File: src/rtl/core/jms_pkg.sv
// Shared types and constants of the JPEG marker scanner.
package jms_pkg;

    localparam int OffsetBitsDefault = 32;
    localparam int FifoDepth         = 4;
    localparam int OutDataBits       = 96;

    localparam logic [7:0] MarkerPrefix = 8'hFF;
    localparam logic [7:0] NoType       = 8'h00;
    localparam logic       StatusFound  = 1'b0;
    localparam logic       StatusEnd    = 1'b1;

    typedef struct packed {
        logic        status;
        logic [7:0]  marker_type;
        logic [31:0] start_offset;
        logic [16:0] chunk_length;
        logic [31:0] end_offset;
        logic        last_result;
    } t_result;

    // Results produced by one accepted byte: none, one or two, first in order.
    typedef struct packed {
        logic [1:0] count;
        t_result    first;
        t_result    second;
    } t_push;

endpackage

File: src/rtl/core/jpeg_marker_scanner.sv
// Top level of the JPEG marker scanner.
// Each result is registered in the result queue before it is offered on the master side.
// Throughput: one byte per cycle unless stalled; a byte's two results leave one by one.
// The input side stalls only while the four-entry result queue holds more than two results.
// Reset (synchronous, active low) clears the scan state, the queue and wanted_type.
module jpeg_marker_scanner
    import jms_pkg::*;
#(
    parameter int OFFSET_BITS = OffsetBitsDefault
) (
    input  logic                   i_clk,
    input  logic                   i_rst_n,
    input  logic                   i_cfg_we,
    input  logic [7:0]             i_cfg_wdata,
    input  logic                   s_axis_tvalid,
    output logic                   s_axis_tready,
    input  logic [7:0]             s_axis_tdata,   // data_byte
    input  logic                   s_axis_tlast,   // stream_end
    output logic                   m_axis_tvalid,
    input  logic                   m_axis_tready,
    // marker_type[7:0], start_offset[39:8], chunk_length[56:40], end_offset[88:57], zeros
    output logic [OutDataBits-1:0] m_axis_tdata,
    output logic                   m_axis_tuser,   // status
    output logic                   m_axis_tlast    // last_result
);

    logic    fire;
    t_push   push;
    t_result head;

    assign fire = s_axis_tvalid && s_axis_tready;

    jms_scan #(
        .OFFSET_BITS (OFFSET_BITS)
    ) u_scan (
        .i_clk       (i_clk),
        .i_rst_n     (i_rst_n),
        .i_cfg_we    (i_cfg_we),
        .i_cfg_wdata (i_cfg_wdata),
        .i_fire      (fire),
        .i_byte      (s_axis_tdata),
        .i_last      (s_axis_tlast),
        .o_push      (push)
    );

    jms_fifo u_fifo (
        .i_clk   (i_clk),
        .i_rst_n (i_rst_n),
        .i_push  (push),
        .i_ready (m_axis_tready),
        .o_room  (s_axis_tready),
        .o_valid (m_axis_tvalid),
        .o_head  (head)
    );

    assign m_axis_tdata = {7'd0, head.end_offset, head.chunk_length,
                           head.start_offset, head.marker_type};
    assign m_axis_tuser = head.status;
    assign m_axis_tlast = head.last_result;

endmodule

File: src/rtl/core/jms_scan.sv
// Marker scan state machine: consumes one byte per transaction and forms its results.
module jms_scan
    import jms_pkg::*;
#(
    parameter int OFFSET_BITS = OffsetBitsDefault
) (
    input  logic       i_clk,
    input  logic       i_rst_n,
    input  logic       i_cfg_we,
    input  logic [7:0] i_cfg_wdata,
    input  logic       i_fire,
    input  logic [7:0] i_byte,
    input  logic       i_last,
    output t_push      o_push
);

    typedef enum logic [2:0] {
        PH_HUNT,
        PH_TYPE,
        PH_LENHI,
        PH_LENLO,
        PH_SKIP
    } t_phase;

    t_phase                 r_phase,      n_phase;
    logic [OFFSET_BITS-1:0] r_byte_pos,   n_byte_pos;
    logic [OFFSET_BITS-1:0] r_marker_pos, n_marker_pos;
    logic [7:0]             r_cur_type,   n_cur_type;
    logic [7:0]             r_len_high,   n_len_high;
    logic [15:0]            r_skip,       n_skip;
    logic [7:0]             r_wanted;

    logic                   found_raw;
    logic                   match;
    logic [16:0]            size;
    logic [15:0]            len16;
    logic [OFFSET_BITS-1:0] end_full;
    logic [63:0]            start_wide;
    logic [63:0]            end_wide;
    t_result                found_res;
    t_result                end_res;

    always_comb begin
        n_phase      = r_phase;
        n_byte_pos   = r_byte_pos + OFFSET_BITS'(1);
        n_marker_pos = r_marker_pos;
        n_cur_type   = r_cur_type;
        n_len_high   = r_len_high;
        n_skip       = r_skip;
        found_raw    = 1'b0;
        size         = 17'd0;

        // Declared lengths below two are clamped so the scan never steps back.
        len16 = {r_len_high, i_byte};
        if (len16 < 16'd2) begin
            len16 = 16'd2;
        end

        unique case (r_phase)
            PH_TYPE: begin
                if (i_byte == NoType) begin
                    n_phase = PH_HUNT;
                end else begin
                    n_cur_type = i_byte;
                    n_phase    = PH_LENHI;
                end
            end
            PH_LENHI: begin
                // A prefix in place of the length ends a bare two-byte marker
                // and opens the next one.
                if (i_byte == MarkerPrefix) begin
                    found_raw    = 1'b1;
                    size         = 17'd2;
                    n_marker_pos = r_byte_pos;
                    n_phase      = PH_TYPE;
                end else begin
                    n_len_high = i_byte;
                    n_phase    = PH_LENLO;
                end
            end
            PH_LENLO: begin
                found_raw = 1'b1;
                size      = {1'b0, len16} + 17'd2;
                n_skip    = len16 - 16'd2;
                n_phase   = (n_skip != 16'd0) ? PH_SKIP : PH_HUNT;
            end
            PH_SKIP: begin
                n_skip = r_skip - 16'd1;
                if (n_skip == 16'd0) begin
                    n_phase = PH_HUNT;
                end
            end
            PH_HUNT: begin
                if (i_byte == MarkerPrefix) begin
                    n_marker_pos = r_byte_pos;
                    n_phase      = PH_TYPE;
                end
            end
            default: begin
                n_phase = PH_HUNT;
            end
        endcase

        if (i_last) begin
            n_phase      = PH_HUNT;
            n_byte_pos   = '0;
            n_marker_pos = '0;
            n_cur_type   = '0;
            n_len_high   = '0;
            n_skip       = '0;
        end
    end

    assign match      = found_raw && ((r_wanted == NoType) || (r_wanted == r_cur_type));
    assign end_full   = r_marker_pos + OFFSET_BITS'(size);
    assign start_wide = 64'(r_marker_pos);
    assign end_wide   = 64'(end_full);

    always_comb begin
        found_res.status       = StatusFound;
        found_res.marker_type  = r_cur_type;
        found_res.start_offset = start_wide[31:0];
        found_res.chunk_length = size;
        found_res.end_offset   = end_wide[31:0];
        found_res.last_result  = !i_last;

        end_res              = '0;
        end_res.status       = StatusEnd;
        end_res.last_result  = 1'b1;

        o_push.count  = i_fire ? (2'(match) + 2'(i_last)) : 2'd0;
        o_push.first  = match ? found_res : end_res;
        o_push.second = end_res;
    end

    always_ff @(posedge i_clk) begin
        if (!i_rst_n) begin
            r_phase      <= PH_HUNT;
            r_byte_pos   <= '0;
            r_marker_pos <= '0;
            r_cur_type   <= '0;
            r_len_high   <= '0;
            r_skip       <= '0;
            r_wanted     <= '0;
        end else begin
            if (i_cfg_we) begin
                r_wanted <= i_cfg_wdata;
            end
            if (i_fire) begin
                r_phase      <= n_phase;
                r_byte_pos   <= n_byte_pos;
                r_marker_pos <= n_marker_pos;
                r_cur_type   <= n_cur_type;
                r_len_high   <= n_len_high;
                r_skip       <= n_skip;
            end
        end
    end

endmodule

File: src/rtl/core/jms_fifo.sv
// Result queue: takes up to two results per cycle and presents one per transaction.
module jms_fifo
    import jms_pkg::*;
(
    input  logic    i_clk,
    input  logic    i_rst_n,
    input  t_push   i_push,
    input  logic    i_ready,
    output logic    o_room,
    output logic    o_valid,
    output t_result o_head
);

    localparam int PtrW = $clog2(FifoDepth);
    localparam int CntW = PtrW + 1;

    t_result         r_mem [FifoDepth];
    logic [PtrW-1:0] r_wr_ptr, n_wr_ptr;
    logic [PtrW-1:0] r_rd_ptr, n_rd_ptr;
    logic [CntW-1:0] r_count,  n_count;
    logic            pop;

    assign pop     = (r_count != '0) && i_ready;
    assign o_valid = (r_count != '0);
    assign o_head  = r_mem[r_rd_ptr];
    // Room is kept for the two results that a single byte can produce.
    assign o_room  = (r_count <= CntW'(FifoDepth - 2));

    assign n_wr_ptr = r_wr_ptr + PtrW'(i_push.count);
    assign n_rd_ptr = r_rd_ptr + PtrW'(pop);
    assign n_count  = r_count + CntW'(i_push.count) - CntW'(pop);

    always_ff @(posedge i_clk) begin
        if (!i_rst_n) begin
            r_wr_ptr <= '0;
            r_rd_ptr <= '0;
            r_count  <= '0;
        end else begin
            r_wr_ptr <= n_wr_ptr;
            r_rd_ptr <= n_rd_ptr;
            r_count  <= n_count;
        end
    end

    always_ff @(posedge i_clk) begin
        if (i_push.count != 2'd0) begin
            r_mem[r_wr_ptr] <= i_push.first;
        end
        if (i_push.count == 2'd2) begin
            r_mem[r_wr_ptr + PtrW'(1)] <= i_push.second;
        end
    end

endmodule

File: config.mk
export PLATFORM = sky130hd
export DESIGN_NAME = jpeg_marker_scanner
export DESIGN_NICKNAME = d
export VERILOG_FILES = /design/src/rtl/core/jms_pkg.sv /design/src/rtl/core/jpeg_marker_scanner.sv /design/src/rtl/core/jms_scan.sv /design/src/rtl/core/jms_fifo.sv
export SDC_FILE = /design/constraint.sdc
export NUM_CORES = 1
export LEC_CHECK = 0
export BUFFER_PORTS_ARGS = -buffer_cell sky130_fd_sc_hd__clkbuf_2
export CAP_MARGIN = 10
export CELL_PAD_IN_SITES_DETAIL_PLACEMENT = 2
export CELL_PAD_IN_SITES_GLOBAL_PLACEMENT = 2
export CORE_MARGIN = 4
export CORE_UTILIZATION = 38
export DETAILED_ROUTE_END_ITERATION = 7
export PLACE_DENSITY = 0.88
export SLEW_MARGIN = 25
export SYNTH_ARGS = -nofsm -noshare
export SYNTH_HDL_FRONTEND = slang
export SYNTH_SLANG_ARGS = --single-unit
File: constraint.sdc
create_clock -name i_clk -period 6.6 [get_ports i_clk]
set_input_delay 0.33 -clock i_clk [delete_from_list [all_inputs] [get_ports i_clk]]
set_output_delay 0.33 -clock i_clk [all_outputs]
set_load 0.01 [all_outputs]
==> flow_summary.ini <==
[cts]
root_buffer = clkbuf_16
clk_latency_ps = 640
tritoncts = done
numCtsBuffers = 53
ctsHtreeMaxLevel = 2
cts_setup_buffers = 0
clkSinkCount = 478
clockBufferDepth = 3
path_clk_slew_ps = 70

[timing]
max_freq_mhz = 170
hold_violations = 0
fin_crit_sh = 0.894
fin_skew_ps = 27.5
tightest_slew_ps = 1120
fin_crit_ps = 5900
rsz0062_at_grt = false
setup_tns_ps = 0
maxSlewViolCount = 0
maxSlewHeadroom = 0.251
setup_viol = 0

[route]
wl_per_cell_um = 27.9
first_pass_iters = 5
antenna_left = 0
post-route-drc-count = 0
routed_wirelength_um = 97900
drt_iter0_drc = 1541
vias = 21819
vias_per_cell = 6.22

[yosys]
syn_inst = 2700
ys.flop_type = dfxtp_1
ys_warn_count = 0
synth_cell_types = 73
seq_area_frac_synth = 0.417
synth_seq_cells = 478
syn_area_per_cell_um2 = 8.50
synth_edf_count = 0
syn_area_um2 = 23000
synthArstFlopShare = 0

[worst_setup_path]
critPathCaptureType = register
slowest_stage = a221oi_1
cp.required_ps = 7080
cpMostUsedCell = a21oi_1
startpoint_type = register
path_cells = or3_2 > nor4_1 > a21oi_1 > inv_1 > ha_1 > nand3_1 > xor2_1 > nor2_1 > ha_1 > or3_1 > o21ai_0 > a21oi_1 > maj3_1 > a221oi_1 > a211o_4 > a21oi_1 > a2111oi_0 > nand2_1
worst_ep_arrival_time_ps = 6370
crit_type = reg2reg
critical_path.max_stage_delay_ps = 760
cp_max_fo = 16
r2r_cells = 18

[layout]
finalNetCount = 2737
drive_above_1_share = 0.146
num-fill-cells = 6427
n_antenna_cell = 0
layoutNonFillerInstCount = 3509
synthToLayoutAreaGrowth_pct = 13.3

[global_route]
first_global_vias = 24379
antenna_found_initial = 2
grt_max_degree = 97
grt_pass1_wl_um = 148000
grt_use_total = 0.294
grt_remaining_overflow = 0

[worst_hold_path]
hp-class = in2reg
hold_path_depth = 3

[placement]
place.port_buffers = 114
dpl.hpwl_um = 59600
place_inst = 3400
place_congestion = 0.901

[power]
p_leak_nw = 9.08
cell_internal_pwr_mw = 5.08
sequentialPowerShare = 0.430
comb_power_share = 0.106
clock_power_share = 0.464
p_sw_mw = 1.91
vdd_drop_max_mv = 0.185
power.density_nw_per_um2 = 269
swShare = 0.273

[die]
start_util = 0.386
rows = 89
die_w_um = 254
boundaryPins = 122
design.die.area_um2 = 64400
die_h_um = 254
core_um2 = 59500

[job]
drv_cap = 0

[outcome]
status = complete, no violations
logic make-up after synthesis:
| group | Yosys count | synth area share |
|---|---|---|
| AOI/OAI and AO/OA | 608 | 0.165 |
| xor gates and xnor gates | 80 | 0.0305 |
| adders and majority gates | 26 | 0.0145 |
| buffers and inverters | 266 | 0.0468 |
| DFF | 478 | 0.417 |
| muxes | 109 | 0.0993 |
| other | 1 | 0.000163 |
| and+or+nand+nor | 1132 | 0.227 |
critical path, delay by kind of cell, from the launching register on:
| family | cells | cell delay (ps) |
|---|---|---|
| compound gates | 7 | 2230 |
| simple gates | 6 | 1830 |
| fa+ha+maj | 3 | 950 |
| flops | 1 | 440 |
| xor+xnor | 1 | 160 |
| buf+inv | 1 | 140 |
synth_stat cells, types with 21 or more instances:
master,n,share of area
nor2b_1,66,0.018
mux4_2,91,0.089
a22oi_1,68,0.022
dfxtp_1,478,0.42
nand4_1,24,0.0065
clkbuf_1,190,0.031
o21ai_1,26,0.0057
buf_1,26,0.0043
and2_1,21,0.0057
nand3_1,208,0.045
xor2_1,51,0.019
ha_1,21,0.011
xnor2_1,29,0.011
nor3_1,51,0.011
a21oi_1,312,0.068
nor2_1,212,0.035
o21ai_0,67,0.015
inv_1,27,0.0044
or3_1,25,0.0068
nand2_1,448,0.073
worst paths after layout:
path / endpoint / slack, ps / start
max: u_fifo.r_mem[1][15] / 700 / u_scan.r_len_high[0]
min: u_scan.r_cur_type[0] / 190 / s_axis_tdata[0]
max reg2reg: u_fifo.r_mem[1][15] / 700 / u_scan.r_len_high[0]
min reg2reg: u_fifo.r_mem[0][25] / 460 / u_fifo.r_mem[0][25]
area by class of cell:
class                           instances  area [um2]  area share
Clock buffer                           78        1560      0.0600
Clock inverter                         21         317      0.0122
Inverter                               28         108     0.00414
Multi-Input combinational cell       1962       12400       0.478
Sequential cell                       478        9580       0.368
Tap cell                              773         967      0.0372
Timing Repair Buffer                  169        1040      0.0401
cells in the final DEF, fill, tap and decap left out, types with 8 or more instances in the layout:
master	n
dfxtp_1	476
nand2_1	447
a21oi_1	312
nand3_1	208
nor2_1	204
clkbuf_2	114
mux4_2	91
a22oi_1	68
o21ai_0	67
nor2b_1	66
clkbuf_16	54
xor2_1	51
nor3_1	47
buf_4	43
xnor2_1	29
inv_1	27
o21ai_1	25
nand4_1	24
or3_1	23
and2_1	21
ha_1	21
o31ai_1	20
a221o_1	16
nor4_1	14
mux2i_1	14
a211oi_1	14
a21boi_0	13
clkbuf_1	12
clkbuf_8	12
o211ai_1	9
clkinv_2	9
nand2b_1	8
and3_1	8
a21o_1	8
nor3_2	8
dlygate4sd3_1	8
registers in the layout, summed over array words and instances (netlist names):
register,cells
u_scan.r_wanted,8
u_scan.r_byte_pos,32
u_fifo.r_rd_ptr,2
u_fifo.r_count,3
u_scan.r_len_high,8
u_fifo.r_wr_ptr,2
u_scan.r_skip,16
u_scan.r_marker_pos,32
u_scan.r_cur_type,8
u_fifo.r_mem,364
u_scan.r_phase,3
layer usage:
layer,routed length (um),part of all wire,vias up,GRT usage
met1,40100,0.41,11404,0.358
met5,13,0.00013,-,0
met2,49500,0.51,737,0.529
li1,-,-,9483,-
met4,2970,0.030,2,0.107
met3,5320,0.054,193,0.0432
power groups by stage:
stage	clock network [mW]	logic [mW]	registers, mW
finish	3.24	0.740	3.01
global route	3.41	0.795	3.01
CTS	3.26	0.724	3.01
detailed placement	0	0.709	3.07
global placement	0	0.687	3.06
floorplan	0	0.539	3.00
what timing repair did:
action	4_1_cts	5_1_grt
hold endpoints to repair	8	0
hold buffers	8	0
resized for setup	0	0
stage by stage:
step                hold slack [ps]  utilization  area, um2  setup WS (ps)  total power [mW]
finish                          194        0.438      26000            702              6.99
global route                    202        0.438      26000            217              7.21
CTS                             142        0.436      25900            789              7.00
detailed placement              447        0.403      24000            708              3.78
global placement                430        0.403      24000           1010              3.75
floorplan                       420            -      23000           1790              3.54
Power figures use the tool's default switching activity.
